File: src/jpp_pkg.sv
// Shared types and constants for the JSON layout engine.
// No dependencies; imported by the controller, the datapath and the top level.
package jpp_pkg;

    localparam int unsigned MAX_INDENT = 62;
    localparam int unsigned LVL_W      = 6;
    localparam int unsigned STEP_W     = 4;
    localparam int unsigned BYTE_W     = 8;

    localparam logic [BYTE_W-1:0] CH_LBRACE = 8'h7B;
    localparam logic [BYTE_W-1:0] CH_LBRACK = 8'h5B;
    localparam logic [BYTE_W-1:0] CH_RBRACE = 8'h7D;
    localparam logic [BYTE_W-1:0] CH_RBRACK = 8'h5D;
    localparam logic [BYTE_W-1:0] CH_COMMA  = 8'h2C;
    localparam logic [BYTE_W-1:0] CH_COLON  = 8'h3A;
    localparam logic [BYTE_W-1:0] CH_BSLASH = 8'h5C;
    localparam logic [BYTE_W-1:0] CH_QUOTE  = 8'h22;
    localparam logic [BYTE_W-1:0] CH_SPACE  = 8'h20;
    localparam logic [BYTE_W-1:0] CH_TAB    = 8'h09;
    localparam logic [BYTE_W-1:0] CH_LF     = 8'h0A;
    localparam logic [BYTE_W-1:0] CH_CR     = 8'h0D;

    // Configuration register indexes
    localparam logic REG_LAYOUT_MODE = 1'b0;
    localparam logic REG_INDENT_STEP = 1'b1;

    typedef enum logic [2:0] {
        K_DROP,
        K_SINGLE,
        K_OPEN,
        K_CLOSE,
        K_COMMA,
        K_COLON
    } t_kind;

    typedef enum logic [1:0] {
        EMIT_CHAR,
        EMIT_NL,
        EMIT_SPACE
    } t_emit_sel;

    typedef enum logic [2:0] {
        S_IDLE,
        S_FIRST,
        S_SECOND,
        S_SPACES,
        S_TAIL
    } t_state;

    typedef struct packed {
        logic      accept;
        logic      emit;
        t_emit_sel sel;
        logic      last;
        logic      dec_count;
    } t_cmd;

    typedef struct packed {
        t_kind kind;
        logic  cnt_zero;
        logic  cnt_one;
        logic  can_load;
    } t_status;

endpackage

File: src/jpp_ctrl.sv
// Sequencer for the layout engine: walks the output run of each accepted byte.
// Depends on jpp_pkg; drives the datapath by t_cmd and reads t_status.
module jpp_ctrl import jpp_pkg::*; (
    input  logic    i_clk,
    input  logic    i_rst_n,
    input  logic    i_in_valid,
    output logic    o_in_stall,
    input  t_status i_status,
    output t_cmd    o_cmd
);

    t_state r_state;
    t_state n_state;

    always_ff @(posedge i_clk) begin
        if (!i_rst_n) begin
            r_state <= S_IDLE;
        end else begin
            r_state <= n_state;
        end
    end

    always_comb begin
        n_state         = r_state;
        o_cmd.accept    = 1'b0;
        o_cmd.emit      = 1'b0;
        o_cmd.sel       = EMIT_CHAR;
        o_cmd.last      = 1'b0;
        o_cmd.dec_count = 1'b0;
        o_in_stall      = (r_state != S_IDLE);
        case (r_state)
            S_IDLE: begin
                if (i_in_valid) begin
                    o_cmd.accept = 1'b1;
                    n_state      = S_FIRST;
                end
            end
            S_FIRST: begin
                // a dropped byte leaves nothing to emit
                if (i_status.kind == K_DROP) begin
                    n_state = S_IDLE;
                end else if (i_status.can_load) begin
                    o_cmd.emit = 1'b1;
                    case (i_status.kind)
                        K_SINGLE: begin
                            o_cmd.last = 1'b1;
                            n_state    = S_IDLE;
                        end
                        K_CLOSE: begin
                            o_cmd.sel = EMIT_NL;
                            n_state   = i_status.cnt_zero ? S_TAIL : S_SPACES;
                        end
                        default: begin
                            n_state = S_SECOND;
                        end
                    endcase
                end
            end
            S_SECOND: begin
                if (i_status.can_load) begin
                    o_cmd.emit = 1'b1;
                    if (i_status.kind == K_COLON) begin
                        o_cmd.sel  = EMIT_SPACE;
                        o_cmd.last = 1'b1;
                        n_state    = S_IDLE;
                    end else begin
                        o_cmd.sel  = EMIT_NL;
                        o_cmd.last = i_status.cnt_zero;
                        n_state    = i_status.cnt_zero ? S_IDLE : S_SPACES;
                    end
                end
            end
            S_SPACES: begin
                if (i_status.can_load) begin
                    o_cmd.emit      = 1'b1;
                    o_cmd.sel       = EMIT_SPACE;
                    o_cmd.dec_count = 1'b1;
                    o_cmd.last      = i_status.cnt_one && (i_status.kind != K_CLOSE);
                    if (i_status.cnt_one) begin
                        n_state = (i_status.kind == K_CLOSE) ? S_TAIL : S_IDLE;
                    end
                end
            end
            S_TAIL: begin
                if (i_status.can_load) begin
                    o_cmd.emit = 1'b1;
                    o_cmd.last = 1'b1;
                    n_state    = S_IDLE;
                end
            end
            default: begin
                n_state = S_IDLE;
            end
        endcase
    end

endmodule

File: src/jpp_dp.sv
// Datapath of the layout engine: byte classifier, string and indent state,
// configuration registers, space counter and output register. Depends on jpp_pkg.
module jpp_dp import jpp_pkg::*; (
    input  logic              i_clk,
    input  logic              i_rst_n,
    input  logic [BYTE_W-1:0] i_in_byte,
    input  logic              i_cfg_we,
    input  logic              i_cfg_index,
    input  logic [STEP_W-1:0] i_cfg_data,
    input  t_cmd              i_cmd,
    output t_status           o_status,
    output logic              o_out_valid,
    input  logic              i_out_stall,
    output logic [BYTE_W-1:0] o_out_byte,
    output logic              o_out_last_of_run
);

    logic              r_layout_mode;
    logic [STEP_W-1:0] r_indent_step;
    logic              r_inside_string;
    logic              r_escape_pending;
    logic [LVL_W-1:0]  r_indent_level;
    logic [BYTE_W-1:0] r_byte;
    t_kind             r_kind;
    logic [LVL_W-1:0]  r_count;
    logic              r_out_valid;
    logic [BYTE_W-1:0] r_out_byte;
    logic              r_out_last;

    logic              n_inside_string;
    logic              n_escape_pending;
    logic [LVL_W-1:0]  n_indent_level;
    logic [LVL_W-1:0]  n_count;
    t_kind             n_kind;
    logic [LVL_W:0]    w_sum;
    logic [LVL_W-1:0]  w_open_lvl;
    logic [LVL_W-1:0]  w_close_lvl;
    logic              w_blank;
    logic [BYTE_W-1:0] w_emit_byte;

    assign w_sum      = {1'b0, r_indent_level} + {{(LVL_W + 1 - STEP_W){1'b0}}, r_indent_step};
    assign w_open_lvl = (w_sum > (LVL_W + 1)'(MAX_INDENT)) ? LVL_W'(MAX_INDENT)
                                                          : w_sum[LVL_W-1:0];
    assign w_close_lvl = (r_indent_level > {{(LVL_W - STEP_W){1'b0}}, r_indent_step})
                       ? r_indent_level - {{(LVL_W - STEP_W){1'b0}}, r_indent_step}
                       : '0;
    assign w_blank = (i_in_byte == CH_SPACE) || (i_in_byte == CH_TAB) ||
                     (i_in_byte == CH_LF) || (i_in_byte == CH_CR);

    // Classify the incoming byte and work out the state it leaves behind
    always_comb begin
        n_inside_string  = r_inside_string;
        n_escape_pending = r_escape_pending;
        n_indent_level   = r_indent_level;
        n_count          = '0;
        n_kind           = K_SINGLE;
        if (r_escape_pending) begin
            n_escape_pending = 1'b0;
        end else if (r_inside_string && (i_in_byte == CH_BSLASH)) begin
            n_escape_pending = 1'b1;
        end else if (i_in_byte == CH_QUOTE) begin
            n_inside_string = !r_inside_string;
        end else if (r_inside_string) begin
            n_kind = K_SINGLE;
        end else if (w_blank) begin
            n_kind = K_DROP;
        end else if (r_layout_mode) begin
            n_kind = K_SINGLE;
        end else if ((i_in_byte == CH_LBRACE) || (i_in_byte == CH_LBRACK)) begin
            n_kind         = K_OPEN;
            n_indent_level = w_open_lvl;
            n_count        = w_open_lvl;
        end else if ((i_in_byte == CH_RBRACE) || (i_in_byte == CH_RBRACK)) begin
            n_kind         = K_CLOSE;
            n_indent_level = w_close_lvl;
            n_count        = w_close_lvl;
        end else if (i_in_byte == CH_COMMA) begin
            n_kind  = K_COMMA;
            n_count = r_indent_level;
        end else if (i_in_byte == CH_COLON) begin
            n_kind = K_COLON;
        end
    end

    always_ff @(posedge i_clk) begin
        if (!i_rst_n) begin
            r_layout_mode    <= 1'b0;
            r_indent_step    <= STEP_W'(2);
            r_inside_string  <= 1'b0;
            r_escape_pending <= 1'b0;
            r_indent_level   <= '0;
            r_kind           <= K_DROP;
        end else begin
            if (i_cfg_we) begin
                case (i_cfg_index)
                    REG_LAYOUT_MODE: r_layout_mode <= i_cfg_data[0];
                    REG_INDENT_STEP: r_indent_step <= i_cfg_data;
                    default: ;
                endcase
            end
            if (i_cmd.accept) begin
                r_inside_string  <= n_inside_string;
                r_escape_pending <= n_escape_pending;
                r_indent_level   <= n_indent_level;
                r_kind           <= n_kind;
            end
        end
    end

    // Hold the byte and the space count of the run in progress
    always_ff @(posedge i_clk) begin
        if (i_cmd.accept) begin
            r_byte  <= i_in_byte;
            r_count <= n_count;
        end else if (i_cmd.dec_count) begin
            r_count <= r_count - LVL_W'(1);
        end
    end

    always_comb begin
        case (i_cmd.sel)
            EMIT_NL:    w_emit_byte = CH_LF;
            EMIT_SPACE: w_emit_byte = CH_SPACE;
            default:    w_emit_byte = r_byte;
        endcase
    end

    // Output register: load while empty or while the current transaction completes
    always_ff @(posedge i_clk) begin
        if (!i_rst_n) begin
            r_out_valid <= 1'b0;
        end else if (i_cmd.emit) begin
            r_out_valid <= 1'b1;
        end else if (!i_out_stall) begin
            r_out_valid <= 1'b0;
        end
    end

    always_ff @(posedge i_clk) begin
        if (i_cmd.emit) begin
            r_out_byte <= w_emit_byte;
            r_out_last <= i_cmd.last;
        end
    end

    assign o_status.kind     = r_kind;
    assign o_status.cnt_zero = (r_count == '0);
    assign o_status.cnt_one  = (r_count == LVL_W'(1));
    assign o_status.can_load = !r_out_valid || !i_out_stall;

    assign o_out_valid       = r_out_valid;
    assign o_out_byte        = r_out_byte;
    assign o_out_last_of_run = r_out_last;

endmodule

File: src/json_pretty_printer_top.sv
// JSON layout engine: pretty-print or minify a byte stream, one byte per transaction.
// Each accepted input byte emits a run of 1 to 64 bytes, or none for dropped whitespace;
// the input stalls until the run's last byte is loaded, so a new byte is taken only after the last one;
// the run goes into the output register one byte per cycle while the output is not stalled.
// Reset (synchronous, active low) clears string, escape and indent state and loads
// minify off and an indent step of two; no clearing pass is needed.
module json_pretty_printer_top import jpp_pkg::*; (
    input  logic              i_clk,
    input  logic              i_rst_n,
    input  logic              i_in_valid,
    output logic              o_in_stall,
    input  logic [BYTE_W-1:0] i_in_byte,
    output logic              o_out_valid,
    input  logic              i_out_stall,
    output logic [BYTE_W-1:0] o_out_byte,
    output logic              o_out_last_of_run,
    input  logic              i_cfg_we,
    input  logic              i_cfg_index,
    input  logic [STEP_W-1:0] i_cfg_data
);

    t_cmd    w_cmd;
    t_status w_status;

    jpp_ctrl u_ctrl (
        .i_clk      (i_clk),
        .i_rst_n    (i_rst_n),
        .i_in_valid (i_in_valid),
        .o_in_stall (o_in_stall),
        .i_status   (w_status),
        .o_cmd      (w_cmd)
    );

    jpp_dp u_dp (
        .i_clk             (i_clk),
        .i_rst_n           (i_rst_n),
        .i_in_byte         (i_in_byte),
        .i_cfg_we          (i_cfg_we),
        .i_cfg_index       (i_cfg_index),
        .i_cfg_data        (i_cfg_data),
        .i_cmd             (w_cmd),
        .o_status          (w_status),
        .o_out_valid       (o_out_valid),
        .i_out_stall       (i_out_stall),
        .o_out_byte        (o_out_byte),
        .o_out_last_of_run (o_out_last_of_run)
    );

endmodule

File: config.mk
export PLATFORM = sky130hd
export DESIGN_NAME = json_pretty_printer_top
export DESIGN_NICKNAME = d
export VERILOG_FILES = /design/src/jpp_pkg.sv /design/src/jpp_ctrl.sv /design/src/jpp_dp.sv /design/src/json_pretty_printer_top.sv
export SDC_FILE = /design/constraint.sdc
export NUM_CORES = 1
export LEC_CHECK = 0
export ABC_AREA = 1
export BUFFER_PORTS_ARGS = -buffer_cell sky130_fd_sc_hd__buf_2
export CAP_MARGIN = 20
export CORE_ASPECT_RATIO = 0.5
export CORE_UTILIZATION = 50
export CTS_BUF_LIST = sky130_fd_sc_hd__clkbuf_2 sky130_fd_sc_hd__clkbuf_4 sky130_fd_sc_hd__clkbuf_8
export DETAILED_ROUTE_END_ITERATION = 8
export GPL_TIMING_DRIVEN = 0
export PLACE_DENSITY = 0.74
export SYNTH_ARGS = -nofsm -noshare
export SYNTH_HDL_FRONTEND = slang
export SYNTH_SLANG_ARGS = --single-unit
File: constraint.sdc
create_clock -name i_clk -period 1.8 [get_ports i_clk]
set_input_delay 0.18 -clock i_clk [delete_from_list [all_inputs] [get_ports i_clk]]
set_output_delay 0.18 -clock i_clk [all_outputs]
set_load 0.03 [all_outputs]
* Word level (Yosys, flattened, before mapping) *
Index checks and enable logic that the tools add are counted.

word-level totals
  register bits after elaboration = 43
  latch bits = 0
  memory bits (writable) = 0
  ROM bits = 0
  input bits = 18
  output and inout bits = 11
  word-level logic and storage cells = 133
  memories = 0

cells by class
  add/subtract/negate cells = 3
  multipliers = 0
  divide/modulo/power cells = 0
  order comparisons = 2
  eq/ne operators = 30
  shifts and indexed selects = 0
  muxes and demuxes = 57
  bitwise logic cells = 7
  reduce and logical (&&, ||, !) cells = 22

operators by type and width
  cell                                                                     count
  6-bit two-way mux                                                        15
  3-bit two-way mux                                                        21
  8-bit by 7-bit == test with 1-bit output, second input constant          5
  8-bit by 6-bit == test with 1-bit output, second input constant          4
  8-bit by 4-bit == test with 1-bit output, second input constant          3
  8-bit one-hot mux with 2 select lines                                    1
  3-bit one-hot mux with 5 select lines                                    1
  4-bit two-way mux                                                        3
  1-bit two-way mux                                                        10
  2-bit by 1-bit inequality test with 1-bit output, second input constant  5
  3-bit by 2-bit == test with 1-bit output, second input constant          3
  1-bit one-hot mux with 4 select lines                                    2
  8-bit AND reduction                                                      1
  6-bit by 4-bit adder with 7-bit output                                   1
  7-bit by 6-bit > comparator with 1-bit output, second input constant     1
  1-bit NOT                                                                7
  3-bit by 1-bit == test with 1-bit output, second input constant          2
  3-bit == test, second input constant                                     2
  6-bit by 1-bit == test with 1-bit output, second input constant          1
  6-bit by 4-bit > comparator with 1-bit output                            1
  3-bit logical NOT                                                        2
  6-bit logical NOT                                                        1
  1-bit logical OR                                                         6
  2-bit one-hot mux with 3 select lines                                    1
  17 further kinds                                                         22

* Depth between registers and ports, before layout *
Gate-level depths: netlist of run 1.

  word-level depth = 11
  depth in mapped cells = 15
  depth with buffers taken out = 15

* By module *
From an unflattened synthesis of run 1, not the netlist that was laid out.

unflattened totals
  cell total of the unflattened synthesis = 399
  area, all modules = 2862.7 um2

by module, submodules not included
  module    instances  cells an instance  area an instance (um2)  sequential area each (um2)
  jpp_dp    1          321                2469.9                  1031.0
  jpp_ctrl  1          78                 392.9                   60.1

* Worst setup path after synthesis of run 1 *
Ideal clock, no wire load.

  path type = register -> register
  from = reg u_dp.r_indent_level[0]
  to = reg u_dp.r_count[2] (data pin)
  setup time = 0.256 ns
  data arrival time = 1.725 ns
  required time = 1.544 ns
  slack = -0.181 ns
  cell stages (with the launch flop) = 16
  buffers on the path = 0
  clock period less this slack = 1.981 ns
  cells stage by stage = dfxtp_1 ha_1 inv_1 fa_1 inv_1 nand3_1 nand2_1 nand2_1 nand2_1 nor2_2 nand2_1 nand2_1 nand2_1 nand3_1 nand3_1 nand2_1

between the ends
  longest elaborated chain between the ends = 11
  elaborated cells on any way between the ends = 15
  classes of those cells = add/sub: 2; order compare: 2; mux: 11

RTL lines
  element                                                                                    RTL line                    text
  from (decl)                                                                                jpp_dp.sv:22                logic [LVL_W-1:0] r_indent_level;
  from (signal assigned)                                                                     jpp_dp.sv:104               r_indent_level <= n_indent_level;
  6-bit by 4-bit adder with 7-bit output (tied with other cells)                             jpp_dp.sv:41                assign w_sum = {1'b0, r_indent_level} + {{(LVL_W + 1 - STEP_W){1'b0}}, r_indent_step};
  7-bit by 6-bit > comparator with 1-bit output / 6-bit two-way mux (equally long branches)  jpp_dp.sv:42, jpp_dp.sv:45
  6-bit two-way mux, on equally long branches                                                jpp_dp.sv:42, jpp_dp.sv:73
  6-bit two-way mux (*)                                                                      jpp_dp.sv:69                end else if ((i_in_byte == CH_LBRACE) || (i_in_byte == CH_LBRACK)) begin
  6-bit two-way mux (*)                                                                      jpp_dp.sv:67                end else if (r_layout_mode) begin
  6-bit two-way mux (*)                                                                      jpp_dp.sv:65                end else if (w_blank) begin
  6-bit two-way mux (*)                                                                      jpp_dp.sv:63                end else if (r_inside_string) begin
  6-bit two-way mux (*)                                                                      jpp_dp.sv:61                end else if (i_in_byte == CH_QUOTE) begin
  6-bit two-way mux (*)                                                                      jpp_dp.sv:59                end else if (r_inside_string && (i_in_byte == CH_BSLASH)) begin
  6-bit two-way mux (*)                                                                      jpp_dp.sv:57                if (r_escape_pending) begin
  6-bit two-way mux (*)                                                                      jpp_dp.sv:112               if (i_cmd.accept) begin
  to (signal assigned)                                                                       jpp_dp.sv:114               r_count <= n_count;
  to (signal assigned)                                                                       jpp_dp.sv:116               r_count <= r_count - LVL_W'(1);
  to (decl)                                                                                  jpp_dp.sv:25                logic [LVL_W-1:0] r_count;

Mark *: on every way between the ends. The rest lies on a longest branch, timed or not.
A chain may end at the register's enable or synchronous reset.

* Worst setup path in the final report of run 1 *
Ends and elaborated chain as after synthesis.

==> metrics, run 1 <==
DR WL met2 3230 um; post-layout min period 2.017 ns; Max Used Layer met4; final hold vios 0; Post-DP Area 3167 um^2; worst-case clock skew 0.009247 ns; compound-cell area share of the yosys netlist 11.20%; H-tree depth 2; simple-gate share of the synthesized area 33.69%; CTS clock-pin slew for the worst setup and hold paths 0.09 ns; detailed-route via count 2,680; vias in the first global route 2,451; CP peak stage delay 0.39 ns; max-cap violations 0; Final HPWL DP 4724 um; M1 WL 3163 um; fin area 3646 um^2; hold buffer count at cts 0; crit start category flip-flop; final antenna-violating net count 0; clk_lat worst skew 0.30 ns; most frequent CP cell nand3_2; Max Root-Sink Buffers 2; crit path capture type flip-flop; Seq cells post-synth 43; diodes inserted 0; DRT Wirelength 6759 um; CP arrival 2.08 ns; Total Neg Setup Slack -1.473 ns; Filler Cells Inserted 468; critical path type reg -> reg; syn_area_per_cell 7.297 um^2; slowest CP cell dfxtp_4; 1st-iter DRT viols 148; CTS tree built; initial core utilization 52.43%; Min-Delay Path Class in -> reg; area grow syn2layout 25.55%; largest net degree at the start of global routing 15; Ys Warns 0; Chip Width 109.8 um; Die H 55.89 um; Slew HR 55.94%; Critical Path RT 1.86 ns; DP Worst Slack -0.2912 ns; clock sink total 43; Final period util 112.1%; final setup vio count 11; Distinct cells, synth 39; Synth Area in Adders 6.980%; GPL Wtd Cong 0.8769; Root Driver clkbuf_8; # IOs 29; gr usage total 22.93%; P_leak 1.697 nW; drt pass-1 iters 4; achievable frequency 0.4957 GHz; number of antenna violations at the first check in global routing 0; worst slew pin tran 0.6553 ns; post-synthesis sequential area ratio 37.57%; total grt overflow 0; crit path max fanout 4; Buffers on Ports 28; num rows 19; violated checks setup timing; syn_nets 431; Max IR drop VDD 0.9107 mV; Max Transition Viols Final 0; unrepaired setup endpoints after global routing yes; Pwr Density 1192 nW/um^2; XOR/XNOR Fraction of Synth Area 0.6032%; largest family of logic cells by synthesized area simple AND/OR/NAND/NOR gates; # DRC 0; synthesized instance count 398; WL/cell 12.92 um; core area 5539 um^2; clock buffer count from CTS 5; first-pass GRT wire length 10,900 um; status finished, violations left; die area 6136 um^2; share of layout cells above drive strength 1 34.67%; CP cell instances ha_4, inv_2, fa_2, inv_2, nand3_2, nand3_1, nand2_4, nor2_2, nand3_1, nand2_2, nand3_2, nand3_2, nand2_1; setup ws final -0.2173 ns; Netlist Area Pre-Place 2904 um^2; fin nets 482; Met3 Routed Length 266 um; multiplexer area fraction after synthesis 0%; via/cell ratio 5.124
-- synth_stat cells (all sizes together) --
library cell	count	area share, %
a21oi	17	3.6
o31ai	2	0.52
o211ai	3	0.78
nor2	49	7.7
o21ai	23	4.0
nor3	12	2.5
fa	2	1.4
or2	3	0.73
buf	4	0.90
nand4	13	3.0
a211oi	2	0.52
a41oi	1	0.30
dfxtp	20	14
edfxtp	23	24
a22oi	1	0.26
nand2	107	14
xor2	2	0.60
ha	13	5.6
nor3b	1	0.65
o22ai	4	0.86
inv	68	8.8
a31oi	2	0.43
clkinv	1	0.13
nand3	24	4.8
clkbuf	1	0.13
-- stage by stage --
stage / power, mW / cells / hold WS [ns] / util, %
final: 4.346 / 523 / 0.08336 / 65.82
after detailed placement: 3.245 / 499 / 0.3894 / 57.17
after global routing: 4.655 / 523 / 0.08554 / 65.82
after floorplan: 2.855 / 398 / 0.2789 / -
after CTS: 4.081 / 512 / 0.07772 / 61.55
after global placement: 3.204 / 499 / 0.3911 / 57.17
-- power breakdown --
| group | switching [mW] | internal, mW |
|---|---|---|
| Combinational | 1.29 | 0.681 |
| Sequential | 0.138 | 1.46 |
| Clock | 0.358 | 0.413 |
| Total | 1.79 | 2.56 |
-- metal layers --
layer  track usage [%]  vias up
met5                 0        -
met4             7.238        0
met3             4.215       12
met2             36.43       61
met1             31.64     1209
li1                  -     1398
-- path summary, 6_finish.rpt --
kind	from	to	slack [ns]	depth (start not counted)
setup reg to reg	u_dp.r_indent_level[0]$_SDFFE_PN0P_	u_dp.r_count[2]$_DFFE_PP_	-0.22	13
hold reg to reg	u_dp.r_indent_step[2]$_SDFFE_PN0P_	u_dp.r_indent_step[2]$_SDFFE_PN0P_	0.48	2
hold / removal	i_in_byte[7]	u_dp.r_byte[7]$_DFFE_PP_	0.08	1
setup / recovery	u_dp.r_indent_level[0]$_SDFFE_PN0P_	u_dp.r_count[2]$_DFFE_PP_	-0.22	13
-- kinds of logic after synthesis --
kind of cell | count (synthesis)
flops | 43
fa+ha+maj | 15
compound gates | 55
xor+xnor | 2
simple gates | 209
buf+inv | 74
-- worst max-delay path, delay by kind of cell, from the launching register on --
family | cells | cell delay (ns)
flops | 1 | 0.39
fa+ha+maj | 2 | 0.50
buf+inv | 2 | 0.10
simple gates | 9 | 0.77
-- registers in the layout (all words and copies together) (netlist names) --
signal / cells
u_dp.r_inside_string: 1
u_dp.r_escape_pending: 1
u_dp.o_out_last_of_run: 1
u_ctrl.r_state: 3
u_dp.o_out_valid: 1
u_dp.o_out_byte: 8
u_dp.r_indent_level: 6
u_dp.r_byte: 8
u_dp.r_layout_mode: 1
u_dp.r_kind: 3
u_dp.r_count: 6
u_dp.r_indent_step: 4
-- cells in the final DEF (no fill, tap or decap), types with 3 or more instances in the layout --
cell and count:
edfxtp_1 23, buf_6 4, nand2_4 3, a21oi_1 10, buf_2 30, inv_1 45
ha_4 4, ha_1 9, o21ai_1 6, nand2_2 14, nand3_1 15, nor3_2 3
nor2_4 6, o21ai_2 4, nor3_1 8, a21oi_2 7, dfxtp_4 4, nand3_2 9
o211ai_1 3, clkbuf_8 5, inv_2 21, nand2_1 90, buf_4 14, nor2_1 36
nor2_2 6, dfxtp_2 5, dfxtp_1 11, nand4_1 12, o21ai_0 13
-- timing repair --
| item | CTS | global route |
|---|---|---|
| pin swaps | 10 | 25 |
| setup endpoints to repair | 36 | 30 |
| setup buffers | 6 | 11 |
| gates resized for setup | 30 | 55 |
-- cell type report --
class                           instances  area (um^2)  share of cell area [%]
Buffer                                  4        32.53                  0.8922
Sequential cell                        43         1112                   30.51
Tap cell                               73        91.34                   2.505
Clock inverter                          3        43.79                   1.201
Timing Repair Buffer                   45        272.8                   7.481
Inverter                               69        264.0                   7.241
Clock buffer                            5        68.82                   1.887
Multi-Input combinational cell        281         1760                   48.28
No activity file was read; power rests on OpenSTA's default activity.
==> run 2: changes to the inputs <==
--- a/config.mk
+++ b/config.mk
@@ -16,4 +16,5 @@
 export PLACE_DENSITY = 0.74
 export SYNTH_ARGS = -nofsm -noshare
 export SYNTH_HDL_FRONTEND = slang
+export SYNTH_HIERARCHICAL = 1
 export SYNTH_SLANG_ARGS = --single-unit
==> run 2 against run 1 <==
Effect of this change:
- largest cell class unchanged
- clock skew is 0.00065 ns lower
- the flow still finishes with violations (setup timing)
- maximum frequency is 3.0% lower
- non-clock buffer count is 6 higher
- highest routed layer unchanged
- critical path type unchanged
- critical endpoint is now u_dp/r_count[0]$_DFFE_PP_
- setup slack worse by 0.063 ns
- power is 36% lower
- flip-flop and latch count stayed put
==> metrics, run 2 <==
status finished, violations left; violated checks setup timing; final hold vios 0 (unchanged); max-cap violations 0 (unchanged); DRT Wirelength 7298 um (+8.0%); total grt overflow 0 (unchanged); Synth top area share 24.13% (+0.34 points); commonest cells after routing, fill and taps aside 86 x nand2_1, 46 x inv_1, 32 x nor2_1; WL/cell 13.80 um (+6.7%); commonest non-fill, non-tap cell in the layout nand2_1; core area 5492 um^2 (-0.86%); syn_area_per_cell 7.175 um^2 (-1.7%); Max Root-Sink Buffers 2 (unchanged); num rows 19 (unchanged); clk_lat worst skew 0.30 ns (about the same); P_leak 1.637 nW (-3.6%); Root Driver clkbuf_8; Max Transition Viols Final 0 (unchanged); first-pass GRT wire length 12,040 um (+10%); # IOs 29 (unchanged); post-synthesis sequential area ratio 38.11% (+0.54 points); gr usage total 25.54% (+2.6 points); Post-synth EDFFs 23 (unchanged); number of antenna violations at the first check in global routing 0 (unchanged); Synth area leader edfxtp_1; Final period util 115.5% (+3.5 points); Critical path buffers and inverters 3 (+1); top post-synthesis cells by area edfxtp_1 24%, dfxtp_1 14%, nand2_1 14%; CP arrival 2.14 ns (+0.06 ns); Pwr Density 759.7 nW/um^2 (-36%); synthesized instance count 399 (+0.25%); share of layout cells above drive strength 1 35.75% (+1.1 points); drt pass-1 iters 6 (+2); crit path capture type flip-flop; most common cell in the netlist nand2_1; worst slew pin tran 0.4243 ns (-0.2310 ns); Ys Warns 6 (+6); H-tree depth 2 (unchanged); hold buffer count at cts 0 (unchanged); Total Neg Setup Slack -2.105 ns (-0.6317 ns); Synth async-reset ratio 0% (unchanged); final setup vio count 12 (+1); worst hold slack 0.08610 ns (+0.002742 ns); detailed-route via count 2,872 (+7.2%); diodes inserted 0 (unchanged); final antenna-violating net count 0 (unchanged); CP top delay family simple AND/OR/NAND/NOR gates; setup ws final -0.2798 ns (-0.06250 ns); Seq cells post-synth 43 (unchanged); Chip Width 109.0 um (-0.70%); achievable frequency 0.4808 GHz (-3.0%); die area 6051 um^2 (-1.4%); fin util 66.99% (+1.2 points); Buffers on Ports 28 (unchanged); post-layout min period 2.080 ns (+0.06250 ns); # DRC 0 (unchanged); fin nets 488 (+1.2%); Min-Delay Path Class in -> reg; GPL Wtd Cong 0.9226 (+5.2%); Die H 55.51 um (-0.69%); initial core utilization 52.13% (-0.30 points); crit start category flip-flop; Slew HR 71.63% (+16 points); slowest CP cell dfxtp_4; CTS tree built; clock buffer count from CTS 5 (unchanged); Distinct cells, synth 35 (-10%); CP peak stage delay 0.39 ns (about the same); Netlist Area Pre-Place 2863 um^2 (-1.4%); Critical Path RT 1.87 ns (about the same); 1st-iter DRT viols 135 (-8.8%); Max IR drop VDD 0.4785 mV (-47%); largest net degree at the start of global routing 15 (unchanged); Top FF cell, synth edfxtp_1; Final HPWL DP 4861 um (+2.9%); via/cell ratio 5.429 (+5.9%); Post-synth top cells 103 x nand2_1, 54 x inv_1, 40 x nor2_1; clock sink total 43 (unchanged); unrepaired setup endpoints after global routing yes; CTS clock-pin slew for the worst setup and hold paths 0.09 ns (about the same); area grow syn2layout 28.50%; worst-case clock skew 0.008600 ns (-0.0006467 ns); critical path type reg -> reg; crit path max fanout 4 (unchanged); CP cell instances ha_4, inv_2, fa_2, inv_2, nand3_2, nand2_1, nand2_2, nor2_2, inv_2, nand4_1, nand3_1, nand2_1, nand2_1; vias in the first global route 2,726 (+11%); syn_nets 432 (+0.23%)
-- run 2: changes by cell type in the layout (fill, tap and decap cells not counted), sizes merged, moves of 2 or more --
cell / before / now
a211oi: 2 / 0
a21oi: 17 / 26
buf: 48 / 54
clkinvlp: 0 / 2
inv: 68 / 59
nand2: 107 / 110
nand3: 24 / 40
nand4: 13 / 6
nor2: 49 / 46
nor3: 12 / 10
o22ai: 4 / 2
-- run 2: kinds of logic (layout without fill, tap and decap cells) --
logic type      count (synthesis)  count (layout)  share of synthesized area, %
xor+xnor                        2               2                        0.6120
fa+ha+maj                      15              15                         7.081
buf+inv                        66             123                         9.266
compound gates                 56              56                         10.71
simple gates                  217             217                         34.22
flops                          43              43                         38.11
-- run 2: cell type report --
| class | count | area [um^2] |
|---|---|---|
| Fill cell | 429 | 1813 |
| Multi-Input combinational cell | 290 | 1795 |
| Sequential cell | 43 | 1114 |
| Timing Repair Buffer | 50 | 310.3 |
| Inverter | 60 | 235.2 |
| Tap cell | 73 | 91.34 |
| Clock buffer | 5 | 68.82 |
| Buffer | 5 | 43.79 |
| Clock inverter | 3 | 20.02 |
-- run 2: what timing repair did --
action                                  in CTS  in global routing
endpoints found under the setup margin      21                 17
setup buffers                               14                  8
gates resized for setup                     47                 33
pin swaps                                   23                 14
-- run 2: worst register-to-register path: stages, from the launching register on --
cell,delay [ns]
dfxtp_4,0.39
ha_4,0.14
inv_2,0.03
fa_2,0.36
inv_2,0.09
nand3_2,0.07
nand2_1,0.08
nand2_2,0.08
nor2_2,0.16
inv_2,0.08
nand4_1,0.11
nand3_1,0.11
nand2_1,0.08
nand2_1,0.05
-- run 2: power by group --
part / total [mW] / switching (mW) / internal, mW
Clock: 0.630 / 0.360 / 0.270
Sequential: 1.28 / 0.0728 / 1.20
Combinational: 0.887 / 0.566 / 0.322
-- run 2: stage by stage --
step / power [mW] / worst slack (ns) / instances / instance area, um^2
after floorplan: 1.845 / -0.04428 / 399 / 2943
after global placement: 2.007 / -0.2954 / 500 / 3174
after detailed placement: 2.030 / -0.3499 / 500 / 3174
after CTS: 2.707 / -0.2250 / 521 / 3518
after global routing: 2.955 / -0.3585 / 529 / 3679
final: 2.795 / -0.2798 / 529 / 3679
-- run 2: worst paths after layout --
kind / start / endpoint / slack [ns] / cells after the start
min reg2reg: u_dp/r_indent_step[2]$_SDFFE_PN0P_ / u_dp/r_indent_step[2]$_SDFFE_PN0P_ / 0.48 / 2
max: u_dp/r_indent_step[0]$_SDFFE_PN0P_ / u_dp/r_count[0]$_DFFE_PP_ / -0.28 / 13
max reg2reg: u_dp/r_indent_step[0]$_SDFFE_PN0P_ / u_dp/r_count[0]$_DFFE_PP_ / -0.28 / 13
min: i_in_byte[1] / u_dp/r_byte[1]$_DFFE_PP_ / 0.09 / 1
-- run 2: layer usage --
| layer | track usage, % | routed length, um | vias up |
|---|---|---|---|
| li1 | - | - | 1418 |
| met1 | 31.30 | 3204 | 1338 |
| met2 | 44.03 | 3623 | 100 |
| met3 | 4.486 | 334 | 16 |
| met4 | 11.00 | 136 | 0 |
| met5 | 0 | 0 | - |
==> run 3: changes to the inputs <==
--- a/config.mk
+++ b/config.mk
@@ -14,7 +14,7 @@
 export DETAILED_ROUTE_END_ITERATION = 8
 export GPL_TIMING_DRIVEN = 0
 export PLACE_DENSITY = 0.74
+export SETUP_SLACK_MARGIN = 0.1
 export SYNTH_ARGS = -nofsm -noshare
 export SYNTH_HDL_FRONTEND = slang
-export SYNTH_HIERARCHICAL = 1
 export SYNTH_SLANG_ARGS = --single-unit
==> run 3 against run 2 <==
Effect of this change:
- the flow still finishes with violations (setup timing)
- die area grew 1.4%
- count of clock-buffer cells in the layout is the same
- cell area grew 7.3%
- critical path depth grew 2
- first-iteration DRC count grew 39%
- critical path type unchanged
==> metrics, run 3 (synthesis results as in run 1) <==
largest net degree at the start of global routing 15 (unchanged); drt pass-1 iters 6 (unchanged); Buffers on Ports 28 (unchanged); Die H 55.89 um (+0.69%); DP Worst Slack -0.2949 ns (+0.05495 ns); Root Driver clkbuf_8; initial core utilization 52.43% (+0.30 points); Max Root-Sink Buffers 2 (unchanged); gr usage total 24.16% (-1.4 points); max-cap violations 0 (unchanged); vias in the first global route 2,590 (-5.0%); CP cell instances ha_4, inv_2, fa_2, nand2_2, nand2_2, nor2_1, nand3_1, nor2_2, nand2_2, nand2_2, nand2_4, buf_6, nand2_2, nand2_2, a21oi_2; fin nets 502 (+2.9%); DRT Wirelength 7851 um (+7.6%); GPL Wtd Cong 0.8493 (-7.9%); CP arrival 2.33 ns (+0.19 ns); via/cell ratio 5.381 (-0.88%); commonest cells after routing, fill and taps aside 75 x nand2_1, 39 x inv_1, 35 x nor2_1; worst slew pin tran 0.4271 ns (+0.002766 ns); setup ws final -0.2834 ns (-0.003634 ns); Slew HR 71.36% (-0.28 points); final antenna-violating net count 0 (unchanged); violated checks setup timing; CTS clock-pin slew for the worst setup and hold paths 0.09 ns (about the same); Post-DP Area 3193 um^2 (+0.59%); Final period util 115.7% (+0.20 points); CP peak stage delay 0.39 ns (about the same); # IOs 29 (unchanged); crit path capture type flip-flop; status finished, violations left; critical path type reg -> reg; core area 5539 um^2 (+0.87%); Total Neg Setup Slack -2.167 ns (-0.06285 ns); unrepaired setup endpoints after global routing yes; final hold vios 0 (unchanged); worst hold slack 0.08475 ns (-0.001356 ns); Max Transition Viols Final 0 (unchanged); Max IR drop VDD 1.284 mV (+170%); crit path max fanout 3 (-1); fin area 3946 um^2 (+7.3%); commonest non-fill, non-tap cell in the layout nand2_1; # DRC 0 (unchanged); crit start category flip-flop; diodes inserted 0 (unchanged); die area 6136 um^2 (+1.4%); worst-case clock skew 0.009163 ns (+0.0005623 ns); Critical Path RT 2.05 ns (+0.18 ns); slowest CP cell dfxtp_4; achievable frequency 0.4800 GHz (-0.17%); first-pass GRT wire length 11,500 um (-4.5%); clock buffer count from CTS 5 (unchanged); CTS tree built; hold buffer count at cts 0 (unchanged); clk_lat worst skew 0.31 ns (about the same); Filler Cells Inserted 410 (-4.4%); total grt overflow 0 (unchanged); final setup vio count 14 (+2); area grow syn2layout 35.89%; Chip Width 109.8 um (+0.71%); detailed-route via count 2,922 (+1.7%); number of antenna violations at the first check in global routing 0 (unchanged); Pwr Density 1283 nW/um^2 (+69%); most frequent CP cell nand2_2; post-layout min period 2.083 ns (+0.003634 ns); share of layout cells above drive strength 1 43.40% (+7.7 points); num rows 19 (unchanged); P_leak 1.802 nW (+10%); H-tree depth 2 (unchanged); Min-Delay Path Class in -> reg; WL/cell 14.46 um (+4.8%); 1st-iter DRT viols 188 (+39%); clock sink total 43 (unchanged); Final HPWL DP 5018 um (+3.2%)
## run 3: changes by cell type in the layout (fill, tap and decap cells not counted), sizes merged, moves of 7 or more
cell,change
nand4,+7
buf,+14
nand3,-16
inv,+8
a21oi,-9
## run 3: stage by stage
stage                     power (mW)  cells  utilization (%)
after floorplan                2.903    398                -
after global placement         3.238    499            57.65
after detailed placement       3.320    499            57.65
after CTS                      4.251    520            63.29
after global routing           5.355    543            71.24
final                          5.063    543            71.24
## run 3: timing repair
item	in CTS	in global routing
hold endpoints to repair	0	0
gates resized for setup	36	81
buffers inserted	13	22
cloned	0	1
endpoints found under the setup margin	35	48
pin swaps	20	35
## run 3: final timing paths
path	startpoint	end	slack, ns	depth (start not counted)
max reg2reg	u_dp.r_indent_level[0]$_SDFFE_PN0P_	u_dp.r_indent_level[3]$_SDFFE_PN0P_	-0.28	15
max	u_dp.r_indent_level[0]$_SDFFE_PN0P_	u_dp.r_indent_level[3]$_SDFFE_PN0P_	-0.28	15
min	i_in_byte[7]	u_dp.r_byte[7]$_DFFE_PP_	0.08	1
min reg2reg	u_dp.r_indent_step[2]$_SDFFE_PN0P_	u_dp.r_indent_step[2]$_SDFFE_PN0P_	0.48	2
## run 3: area by class of cell
| class | instances | area [um^2] | area share [%] |
|---|---|---|---|
| multi-input combinational | 281 | 1844 | 46.73 |
| sequential | 43 | 1117 | 28.31 |
| timing repair buffer | 64 | 457.9 | 11.60 |
| inverter | 69 | 275.3 | 6.975 |
| tap | 73 | 91.34 | 2.315 |
| clock buffer | 5 | 68.82 | 1.744 |
| buffer | 5 | 47.55 | 1.205 |
| clock inverter | 3 | 43.79 | 1.110 |
## run 3: power by group
part           switching, mW  internal, mW  total (mW)
Clock                  0.369         0.414       0.783
Combinational           1.55          1.10        2.65
Sequential             0.160          1.47        1.63
Total                   2.08          2.98        5.06
## run 3: critical path, delay by kind of cell, from the launching register on
family	cells	cell delay, ns
AND/OR/NAND/NOR	10	0.84
adder cells (fa/ha/maj)	2	0.50
flip-flops	1	0.39
buffers and inverters	2	0.15
AO/OA/AOI/OAI	1	0.13
## run 3: routing by layer
metal	GRT usage [%]	vias to the layer above	wire, um
li1	-	1450	-
met1	30.50	1361	3370
met2	42.50	99	3973
met3	5.035	12	411
met4	5.143	0	95
met5	0	-	0
